[src/wth_pkg.sv]
// Shared types and constants for the word tokenizer and hasher.
package wth_pkg;

	localparam int unsigned TABLE_SIZE  = 10007;
	localparam int unsigned REM_W       = $clog2(TABLE_SIZE);
	localparam int unsigned RW          = REM_W + 1;
	localparam int unsigned RECIP_SHIFT = 31 + REM_W;
	localparam logic [31:0] RECIP       = 32'((64'd1 << RECIP_SHIFT) / 64'(TABLE_SIZE));
	localparam logic [RW-1:0] TABLE_SIZE_R = RW'(TABLE_SIZE);

	localparam int unsigned QDEPTH = 4;
	localparam int unsigned QPTR_W = $clog2(QDEPTH);
	localparam int unsigned QCNT_W = $clog2(QDEPTH + 1);

	localparam int unsigned CFG_IDX_W = 1;
	localparam logic [CFG_IDX_W-1:0] REG_MIN_LEN          = 1'd0;
	localparam logic [CFG_IDX_W-1:0] REG_MAX_STORED_CHARS = 1'd1;

	localparam logic [7:0] MIN_LEN_RST          = 8'd3;
	localparam logic [7:0] MAX_STORED_CHARS_RST = 8'd99;

	localparam logic [31:0] MUL_EVEN = 32'd31;
	localparam logic [31:0] MUL_ODD  = 32'd37;
	localparam logic [31:0] MUL_ADD  = 32'd17;
	localparam logic [7:0]  CH_M     = 8'h6D;
	localparam logic [7:0]  CH_F     = 8'h66;
	localparam logic [7:0]  CASE_OFS = 8'h20;

	typedef struct packed {
		logic [31:0] hash;
		logic [7:0]  len;
	} token_t;

	typedef struct packed {
		logic [13:0] bucket;
		logic [7:0]  len;
	} result_t;

	typedef struct packed {
		logic empty;
		logic full;
	} q_status_t;

endpackage

[src/wth_front.sv]
// Front end: classify bytes, fold word characters into the running hash, emit finished words.
module wth_front (
	input  logic                              clk,
	input  logic                              arst_n,
	input  logic                              cfg_we,
	input  logic [wth_pkg::CFG_IDX_W-1:0]     cfg_index,
	input  logic [7:0]                        cfg_wdata,
	input  logic                              push,
	input  logic [7:0]                        text_byte,
	input  logic                              end_of_text,
	input  wth_pkg::q_status_t                q_status,
	output logic                              tok_wr,
	output wth_pkg::token_t                   tok
);

	logic [7:0]  min_len_q;
	logic [7:0]  max_stored_q;
	logic [31:0] hash_q;
	logic [7:0]  len_q;

	logic        accept;
	logic        is_word;
	logic        is_upper;
	logic        store;
	logic        flush;
	logic [7:0]  c;
	logic [31:0] h_mul;
	logic [31:0] h_new;
	logic [31:0] fl_hash;
	logic [7:0]  fl_len;
	logic        emit;

	always_comb begin
		is_word  = text_byte inside {[8'h30:8'h39], [8'h41:8'h5A], [8'h61:8'h7A], 8'h5F, 8'h2D};
		is_upper = text_byte inside {[8'h41:8'h5A]};
		c        = is_upper ? text_byte + wth_pkg::CASE_OFS : text_byte;
		store    = is_word && (len_q < max_stored_q);
		h_mul    = (len_q[0] ? hash_q * wth_pkg::MUL_ODD : hash_q * wth_pkg::MUL_EVEN)
		           + {24'd0, c};
		if (c > wth_pkg::CH_M) begin
			h_new = h_mul ^ (h_mul << 5);
		end else if (c > wth_pkg::CH_F) begin
			h_new = h_mul ^ (h_mul >> 3);
		end else begin
			h_new = h_mul + ({24'd0, c} * wth_pkg::MUL_ADD);
		end
		flush   = !is_word || end_of_text;
		fl_hash = store ? h_new : hash_q;
		fl_len  = store ? len_q + 8'd1 : len_q;
		emit    = flush && (fl_len != 8'd0) && (fl_len >= min_len_q);
	end

	assign accept   = push && !q_status.full;
	assign tok_wr   = accept && emit;
	assign tok.hash = fl_hash;
	assign tok.len  = fl_len;

	always_ff @(posedge clk or negedge arst_n) begin
		if (!arst_n) begin
			min_len_q    <= wth_pkg::MIN_LEN_RST;
			max_stored_q <= wth_pkg::MAX_STORED_CHARS_RST;
		end else if (cfg_we) begin
			case (cfg_index)
				wth_pkg::REG_MIN_LEN:          min_len_q    <= cfg_wdata;
				wth_pkg::REG_MAX_STORED_CHARS: max_stored_q <= cfg_wdata;
				default: ;
			endcase
		end
	end

	always_ff @(posedge clk or negedge arst_n) begin
		if (!arst_n) begin
			hash_q <= '0;
			len_q  <= '0;
		end else if (accept) begin
			if (flush) begin
				hash_q <= '0;
				len_q  <= '0;
			end else if (store) begin
				hash_q <= h_new;
				len_q  <= len_q + 8'd1;
			end
		end
	end

endmodule

[src/wth_queue.sv]
// Short token queue between the front end and the bucket reduction.
module wth_queue (
	input  logic               clk,
	input  logic               arst_n,
	input  logic               wr,
	input  wth_pkg::token_t    wr_data,
	input  logic               rd,
	output wth_pkg::token_t    rd_data,
	output wth_pkg::q_status_t status
);

	wth_pkg::token_t                 mem_q [wth_pkg::QDEPTH];
	logic [wth_pkg::QPTR_W-1:0]      wptr_q;
	logic [wth_pkg::QPTR_W-1:0]      rptr_q;
	logic [wth_pkg::QCNT_W-1:0]      cnt_q;
	logic                            do_wr;
	logic                            do_rd;

	assign status.empty = (cnt_q == '0);
	assign status.full  = (cnt_q == wth_pkg::QCNT_W'(wth_pkg::QDEPTH));
	assign do_wr        = wr && !status.full;
	assign do_rd        = rd && !status.empty;
	assign rd_data      = mem_q[rptr_q];

	always_ff @(posedge clk) begin
		if (do_wr) begin
			mem_q[wptr_q] <= wr_data;
		end
	end

	always_ff @(posedge clk or negedge arst_n) begin
		if (!arst_n) begin
			wptr_q <= '0;
			rptr_q <= '0;
			cnt_q  <= '0;
		end else begin
			if (do_wr) begin
				wptr_q <= wptr_q + 1'b1;
			end
			if (do_rd) begin
				rptr_q <= rptr_q + 1'b1;
			end
			if (do_wr && !do_rd) begin
				cnt_q <= cnt_q + 1'b1;
			end else if (do_rd && !do_wr) begin
				cnt_q <= cnt_q - 1'b1;
			end
		end
	end

endmodule

[src/wth_back.sv]
// Back end: reduce word hashes modulo the table size and queue the results.
module wth_back (
	input  logic               clk,
	input  logic               arst_n,
	input  wth_pkg::q_status_t tq_status,
	input  wth_pkg::token_t    tq_data,
	output logic               tq_rd,
	input  logic               pop,
	output logic               empty,
	output logic [13:0]        bucket_index,
	output logic [7:0]         word_length
);

	logic                         en;
	logic                         s1_valid_q;
	logic [63:0]                  prod_s1;
	logic [31:0]                  hash_s1;
	logic [7:0]                   len_s1;
	logic                         s2_valid_q;
	logic [wth_pkg::RW-1:0]       rem_s2;
	logic [7:0]                   len_s2;
	logic [31:0]                  quot;
	logic [wth_pkg::RW-1:0]       rem_fix;

	wth_pkg::result_t             oq_q [wth_pkg::QDEPTH];
	logic [wth_pkg::QPTR_W-1:0]   owptr_q;
	logic [wth_pkg::QPTR_W-1:0]   orptr_q;
	logic [wth_pkg::QCNT_W-1:0]   ocnt_q;
	logic                         oq_full;
	logic                         oq_wr;
	logic                         oq_rd;
	wth_pkg::result_t             oq_in;

	assign oq_full = (ocnt_q == wth_pkg::QCNT_W'(wth_pkg::QDEPTH));
	assign en      = !(s2_valid_q && oq_full);
	assign tq_rd   = en && !tq_status.empty;
	assign quot    = 32'(prod_s1 >> wth_pkg::RECIP_SHIFT);
	assign rem_fix = (rem_s2 >= wth_pkg::TABLE_SIZE_R) ? rem_s2 - wth_pkg::TABLE_SIZE_R : rem_s2;
	assign oq_in.bucket = 14'(rem_fix);
	assign oq_in.len    = len_s2;
	assign oq_wr   = s2_valid_q && en;
	assign empty   = (ocnt_q == '0);
	assign oq_rd   = pop && !empty;
	assign bucket_index = oq_q[orptr_q].bucket;
	assign word_length  = oq_q[orptr_q].len;

	always_ff @(posedge clk) begin
		if (tq_rd) begin
			prod_s1 <= 64'(tq_data.hash) * 64'(wth_pkg::RECIP);
			hash_s1 <= tq_data.hash;
			len_s1  <= tq_data.len;
		end
		if (en && s1_valid_q) begin
			rem_s2 <= wth_pkg::RW'(hash_s1)
			          - (wth_pkg::RW'(quot) * wth_pkg::TABLE_SIZE_R);
			len_s2 <= len_s1;
		end
		if (oq_wr) begin
			oq_q[owptr_q] <= oq_in;
		end
	end

	always_ff @(posedge clk or negedge arst_n) begin
		if (!arst_n) begin
			s1_valid_q <= 1'b0;
			s2_valid_q <= 1'b0;
			owptr_q    <= '0;
			orptr_q    <= '0;
			ocnt_q     <= '0;
		end else begin
			if (en) begin
				s1_valid_q <= !tq_status.empty;
				s2_valid_q <= s1_valid_q;
			end
			if (oq_wr) begin
				owptr_q <= owptr_q + 1'b1;
			end
			if (oq_rd) begin
				orptr_q <= orptr_q + 1'b1;
			end
			if (oq_wr && !oq_rd) begin
				ocnt_q <= ocnt_q + 1'b1;
			end else if (oq_rd && !oq_wr) begin
				ocnt_q <= ocnt_q - 1'b1;
			end
		end
	end

`ifndef SYNTHESIS
	a_oq_bound: assert property (@(posedge clk) disable iff (!arst_n)
		ocnt_q <= wth_pkg::QCNT_W'(wth_pkg::QDEPTH))
		else $error("result queue count overflow");

	a_rem_range: assert property (@(posedge clk) disable iff (!arst_n)
		oq_wr |-> (rem_fix < wth_pkg::TABLE_SIZE_R))
		else $error("bucket remainder out of range");

	a_s2_hold: assert property (@(posedge clk) disable iff (!arst_n)
		(s2_valid_q && !en) |=> (s2_valid_q && $stable(rem_s2) && $stable(len_s2)))
		else $error("stalled stage two beat changed");

	a_no_wr_full: assert property (@(posedge clk) disable iff (!arst_n)
		(oq_full && !oq_rd) |=> $stable(ocnt_q))
		else $error("write into full result queue");
`endif

endmodule

[src/word_tokenizer_hasher.sv]
// Top level of the word tokenizer and hasher.
//
// Input channel: push/full. One text byte per beat, with end_of_text on the
// last byte of a text. A beat is taken at a clock edge with push high and
// full low; one byte can be taken every cycle.
// Result channel: empty/pop. While empty is low the oldest token is on
// bucket_index and word_length; pop with empty low takes it.
// A token leaves for the word that a delimiter byte or an end_of_text byte
// closes; it passes the token queue, stage one, stage two and the result
// queue. One hash step per byte gives one byte per cycle while full is low.
// Configuration: cfg_we with cfg_index 0 writes the shortest emitted word
// length, index 1 writes max_stored_chars; write only while no token is in
// flight.
// Reset clears the word state and all queues and loads a shortest emitted
// length of 3 and max_stored_chars 99.
// When the receiver stalls, tokens collect in a 4-deep result queue and a
// 4-deep token queue; full rises only once the token queue is full.
module word_tokenizer_hasher (
	input  logic                          clk,
	input  logic                          arst_n,
	input  logic                          cfg_we,
	input  logic [wth_pkg::CFG_IDX_W-1:0] cfg_index,
	input  logic [7:0]                    cfg_wdata,
	input  logic                          push,
	output logic                          full,
	input  logic [7:0]                    text_byte,
	input  logic                          end_of_text,
	output logic                          empty,
	input  logic                          pop,
	output logic [13:0]                   bucket_index,
	output logic [7:0]                    word_length
);

	wth_pkg::q_status_t tq_status;
	wth_pkg::token_t    tok;
	wth_pkg::token_t    tq_data;
	logic               tok_wr;
	logic               tq_rd;

	assign full = tq_status.full;

	wth_front u_front (
		.clk         (clk),
		.arst_n      (arst_n),
		.cfg_we      (cfg_we),
		.cfg_index   (cfg_index),
		.cfg_wdata   (cfg_wdata),
		.push        (push),
		.text_byte   (text_byte),
		.end_of_text (end_of_text),
		.q_status    (tq_status),
		.tok_wr      (tok_wr),
		.tok         (tok)
	);

	wth_queue u_queue (
		.clk     (clk),
		.arst_n  (arst_n),
		.wr      (tok_wr),
		.wr_data (tok),
		.rd      (tq_rd),
		.rd_data (tq_data),
		.status  (tq_status)
	);

	wth_back u_back (
		.clk          (clk),
		.arst_n       (arst_n),
		.tq_status    (tq_status),
		.tq_data      (tq_data),
		.tq_rd        (tq_rd),
		.pop          (pop),
		.empty        (empty),
		.bucket_index (bucket_index),
		.word_length  (word_length)
	);

endmodule
[config.mk]
export PLATFORM = sky130hd
export DESIGN_NAME = word_tokenizer_hasher
export DESIGN_NICKNAME = d
export VERILOG_FILES = /design/src/wth_pkg.sv /design/src/wth_front.sv /design/src/wth_queue.sv /design/src/wth_back.sv /design/src/word_tokenizer_hasher.sv
export SDC_FILE = /design/constraint.sdc
export NUM_CORES = 2
export LEC_CHECK = 0
export BUFFER_PORTS_ARGS = -buffer_cell sky130_fd_sc_hd__buf_2
export CORE_MARGIN = 2
export CORE_UTILIZATION = 30
export DETAILED_ROUTE_END_ITERATION = 10
export PLACE_DENSITY = 0.43
export SLEW_MARGIN = 20
export SYNTH_ARGS = -nofsm -noshare
export SYNTH_HDL_FRONTEND = slang
export SYNTH_SLANG_ARGS = --single-unit
[constraint.sdc]
create_clock -name clk -period 8.6 [get_ports clk]
set_clock_uncertainty 0.05 [all_clocks]
set_input_delay 0.86 -clock clk [delete_from_list [all_inputs] [get_ports clk]]
set_output_delay 0.86 -clock clk [all_outputs]
set_load 0.01 [all_outputs]
# After elaboration in Yosys (flattened, before gate mapping)
# Memory sizes are Yosys's and may differ from the RTL's.
# Index checks and enable logic that the tools add are counted.
# op_classes
addsub,14
multipliers,5
magnitude_cmp,11
eq_ne,4
n_mux,17
bitwise_logic,3
n_reduce_logical,37
# op_table
op,count
two-way mux 32 bit,5
multiplier 32 x 32 -> 60 bit (second input constant),1
adder 32 x 13 -> 32 bit,1
adder 32 x 8 -> 32 bit,1
multiplier 32 x 5 -> 32 bit (second input constant),1
multiplier 32 x 6 -> 32 bit (second input constant),1
XOR 32 x 29 -> 32 bit,1
XOR 32 bit,1
two-way mux 8 bit,3
logical AND 1 bit,19
>= comparator 8 x 7 -> 1 bit (second input constant),2
> comparator 8 x 7 -> 1 bit (second input constant),2
less-or-equal comparator 8 x 7 -> 1 bit (second input constant),2
>= comparator 15 x 14 -> 1 bit (second input constant),1
multiplier 15 x 14 -> 15 bit (second input constant),1
subtractor 15 bit,1
two-way mux 14 bit,1
subtractor 14 bit (second input constant),1
multiplier 8 x 5 -> 13 bit (second input constant),1
two-way mux 3 bit,4
logical NOT 1 bit,9
adder 2 x 1 -> 2 bit (second input constant),4
adder 8 x 1 -> 8 bit (second input constant),1
adder 8 x 6 -> 8 bit (second input constant),1
17 further kinds,26
# word_totals
reg_bits,178
mem_bits_rw,248
inputBits,23
output_inout_bits,24
elab_cells,110
mem_count,2
# mem_list
memory,depth,word_bits,read_ports,rd_clocked_by_memory_dff,wr,line,source
u_queue.mem_q,4,40,1,0,1,wth_queue.sv:12,wth_pkg::token_t mem_q [wth_pkg::QDEPTH];
u_back.oq_q,4,22,1,0,1,wth_back.sv:25,wth_pkg::result_t oq_q [wth_pkg::QDEPTH];

# Depth between registers and ports, before layout
# logic_depth
depth_word,14
mapped_depth,34
mapped_depth_nobuf,34

# By module
# Synthesis repeated with hierarchy kept, for this count alone.
# hier_totals
hier_cells,3886
hier_area_um2,42064.1
# modules_own_cells
module,instances,cells_per_inst,area_per_inst_um2,seq_area_each_um2
wth_back,1,1871,21814.7,4699.5
wth_front,1,1769,13995.9,1408.9
wth_queue,1,246,6253.5,4979.8

# Worst setup path before layout
# Ideal clock, no wire load.
# synth_path
path_kind,register to register
startpoint,register u_queue.rptr_q[0] (netlist name)
endpoint,register u_back.prod_s1[59] (data pin)
arrival_ps,7989
slack_ps,301
stages_incl_launch_ff,29
path_buffers,2
cell_sequence,dfrtp_1 -> clkbuf_1 -> buf_1 -> mux4_2 -> ha_1 -> ha_1 -> inv_1 -> fa_1 -> fa_1 -> fa_1 -> inv_1 -> fa_1 -> fa_1 -> fa_1 -> ha_1 -> a21o_1 -> a21o_1 -> a21oi_1 -> o21ai_0 -> a211oi_1 -> a21oi_1 -> o21ai_0 -> a311oi_1 -> o21a_1 -> o21a_1 -> o21a_1 -> o41a_1 -> a21oi_1 -> xnor2_1
# synth_between
elab_chain_cells,2
# synth_rtl
element,line,source
from (decl),wth_queue.sv:14,logic [wth_pkg::QPTR_W-1:0] rptr_q;
from (signal assigned),wth_queue.sv:41,rptr_q <= rptr_q + 1'b1;
memory (4 x 40 bit),--,
multiplier 32 x 32 -> 60 bit,wth_back.sv:49,prod_s1 <= 64'(tq_data.hash) * 64'(wth_pkg::RECIP);
to (signal assigned),wth_back.sv:49,
to (decl),wth_back.sv:16,logic [63:0] prod_s1;
# No other way between the ends.
# A chain may end at the register's enable or synchronous reset.

==> flow_metrics.py <==
metrics = {
    "floorplanning": {
        "die_area_um2": 141000,
        "die_y_um": 375.5,
        "design.core.area_um2": 137200,
        "placementRows": 136,
        "die_w_um": 375.5,
        "io_pins": 47,
        "start_util_pct": 30.19,
    },
    "global_routing": {
        "grt_pass1_vias": 29000,
        "grt_overflow_total": 0,
        "grt_max_degree": 69,
        "antenna_found_initial": 0,
        "grt.total_usage_pct": 16.24,
        "grt_pass1_wl_um": 174500,
    },
    "place": {
        "hpwl_um": 94510,
        "io_buffer_count": 46,
        "gp_congestion": 0.9171,
    },
    "setup_path": {
        "critical_path.endpoint_type": "register",
        "path_class": "register to register",
        "cpMostUsedCell": "fa_1",
        "worstReg2RegStart": "u_queue.rptr_q[0]",
        "path_delay_family": "adder cells",
        "cp.buffers_inverters": 5,
        "ff2ff_setup_slack_ns": 0.48,
        "cp_max_fo": 13,
        "critPathMaxStageDelay_ns": 0.59,
        "cp_slowest_cell": "mux4_2",
        "worst_ep_required_time_ns": 8.90,
        "cp.arrival_ns": 8.41,
        "crit_start": "u_queue.rptr_q[0]",
        "critical_path.startpoint_type": "register",
    },
    "layout": {
        "syn_to_final_growth_pct": 12.04,
        "fillCellCount": 14040,
        "utilization_pct": 33.82,
        "drive_gt1_share_pct": 10.56,
        "final_cell_mix": "inv_1, ha_1, fa_1",
        "fin_nets": 5066,
        "layout_commonest_cell": "inv_1",
        "n_antenna_cell": 0,
    },
    "sta": {
        "drv_slew": 0,
        "final_hold_viol_count": 0,
        "fin_crit_ns": 8.117,
        "fin_crit_sh_pct": 94.38,
        "max_freq_mhz": 123.2,
        "slew_headroom_pct": 28.94,
        "finalSetupViolCount": 0,
        "worstMarginPinSlew_ns": 1.062,
    },
    "routing": {
        "drt_first_pass_iters": 5,
        "wl_um": 112200,
        "via_count": 26970,
        "drt_first_iter_violations": 1343,
        "viasPerCell": 4.635,
        "detail_route.wl_per_cell_um": 19.29,
        "ant_nets": 0,
        "drc": 0,
    },
    "cts": {
        "cts_hold_buf": 0,
        "cts_tree": "yes",
        "cts_buffers": 46,
        "cts_root_buf": "clkbuf_16",
        "cts.sink_count": 381,
        "cts_buffer_depth": 3,
        "path_clk_slew_ns": 0.05,
        "clock_latency_ns": 0.60,
        "h-tree-depth": 2,
    },
    "yosys": {
        "yosys_warnings": 0,
        "synth_edf_count": 309,
        "synth.net_count": 4888,
        "synth.avg_cell_area_um2": 10.87,
        "synth_seq_cells": 381,
        "syn-cell-area_um2": 41400,
        "ys.flop_type": "edfxtp_1",
        "seq_area_frac_synth_pct": 26.78,
        "synth_cells": 3809,
        "synth_cell_types": 91,
        "synthArstFlopShare_pct": 18.90,
    },
    "run": {
        "drv_cap": 0,
    },
    "hold_path": {
        "hold_class": "primary input to asynchronous set/reset pin",
    },
    "run_status": {
        "status": "finished, final reports clean",
    },
}
-- synth_stat cells (6+ instances only) --
cell type / n / area (um2)
a211oi_1: 19 / 142.6
o211ai_1: 14 / 105.1
and3_1: 7 / 43.79
o22ai_1: 12 / 75.07
or2_2: 9 / 56.30
mux2i_1: 13 / 130.1
nand2b_1: 27 / 168.9
o221ai_1: 7 / 61.31
nor2b_1: 29 / 181.4
a21oi_1: 139 / 695.7
inv_1: 919 / 3450
nand2_1: 164 / 615.6
nand3_1: 34 / 170.2
a31oi_1: 20 / 125.1
nand4_1: 27 / 168.9
xor2_1: 53 / 464.2
o21ai_1: 13 / 65.06
and2_1: 23 / 143.9
or3_1: 11 / 68.82
o2111ai_1: 8 / 70.07
xnor2_1: 118 / 1033
ha_1: 576 / 7207
dfstp_2: 6 / 157.7
dfrtp_1: 66 / 1652
nor3_1: 41 / 205.2
mux4_2: 62 / 1396
a21o_1: 68 / 510.5
a221o_1: 6 / 60.06
edfxtp_1: 309 / 9279
clkbuf_1: 46 / 172.7
o21ai_0: 132 / 660.6
mux2_2: 21 / 236.5
nor2_1: 110 / 412.9
o21a_1: 27 / 202.7
a21boi_0: 13 / 97.59
a211o_1: 7 / 61.31
nor4_1: 13 / 81.33
a22o_1: 22 / 192.7
fa_1: 480 / 9609
o31ai_1: 9 / 67.56
a221oi_1: 9 / 78.83
buf_1: 17 / 63.81
a311oi_1: 6 / 52.55
buf_2: 9 / 45.04
-- cell type report --
type | count | area (um2) | share of cell area [%]
Tap cell | 1794 | 2245 | 4.839
Sequential cell | 381 | 11090 | 23.92
Clock inverter | 20 | 195.2 | 0.4208
Timing Repair Buffer | 206 | 1475 | 3.180
Multi-Input combinational cell | 2433 | 26660 | 57.48
Clock buffer | 66 | 1266 | 2.730
Inverter | 919 | 3450 | 7.436
-- state kept, by name, summed over array words and instances (netlist names), 2 cells and up --
name and count:
u_back.orptr_q 2, u_front.max_stored_q 8, u_back.ocnt_q 3, u_back.hash_s1 12, u_front.min_len_q 8, u_front.len_q 8
u_queue.cnt_q 3, u_back.oq_q 88, u_front.hash_q 32, u_queue.rptr_q 2, u_queue.mem_q 160, u_queue.wptr_q 2
u_back.rem_s2 15, u_back.len_s1 8, u_back.prod_s1 18, u_back.len_s2 8, u_back.owptr_q 2
-- what timing repair did --
action,CTS,global route
gates resized for setup,0,35
setup buffers,0,5
endpoints found under the setup margin,0,73
-- metal layers --
layer / vias to the layer above / global-route usage (%) / routed length (um)
met5: - / 0 / 0
met4: 0 / 4.751 / 3231
met3: 151 / 2.068 / 3757
met2: 415 / 27.90 / 54430
met1: 13360 / 21.33 / 50830
li1: 13040 / - / -
-- through the flow --
stage               setup WS (ns)  setup TNS (ns)  cell area [um2]  hold slack [ns]  instances
finish                     0.4829               0            46390           0.1567       5819
global route            -0.007153        -0.02788            46390           0.1558       5819
CTS                        0.1011               0            46260           0.1272       5814
detailed placement         0.1055               0            44800           0.3545       5728
global placement           0.1635               0            44800           0.3530       5728
floorplan                  0.3013               0            41400           0.3503       3809
-- cell families (layout without fill, tap and decap cells) --
kind of cell / after synthesis / after routing / share of synthesized area [%]
adder cells (fa/ha/maj): 1056 / 1056 / 40.62
buffers and inverters: 995 / 1211 / 9.072
AO/OA/AOI/OAI: 580 / 580 / 9.211
AND/OR/NAND/NOR: 526 / 526 / 6.286
flip-flops: 381 / 381 / 26.78
XOR/XNOR: 172 / 172 / 3.684
multiplexers: 99 / 99 / 4.349
-- path summary, 6_finish.rpt --
| kind | endpoint | cells past startpoint |
|---|---|---|
| setup / recovery | u_back.prod_s1[59] | 27 |
| hold / removal | u_back.orptr_q[1] | 1 |
| setup reg to reg | u_back.prod_s1[59] | 27 |
| hold reg to reg | u_back.len_s2[2] | 0 |
| max in group asynchronous | u_queue.rptr_q[0] | 2 |
| min in group clk | u_back.len_s2[2] | 0 |
Power is not shown: default switching activity piles up to over one toggle a cycle in this logic, so the estimate is an artifact.
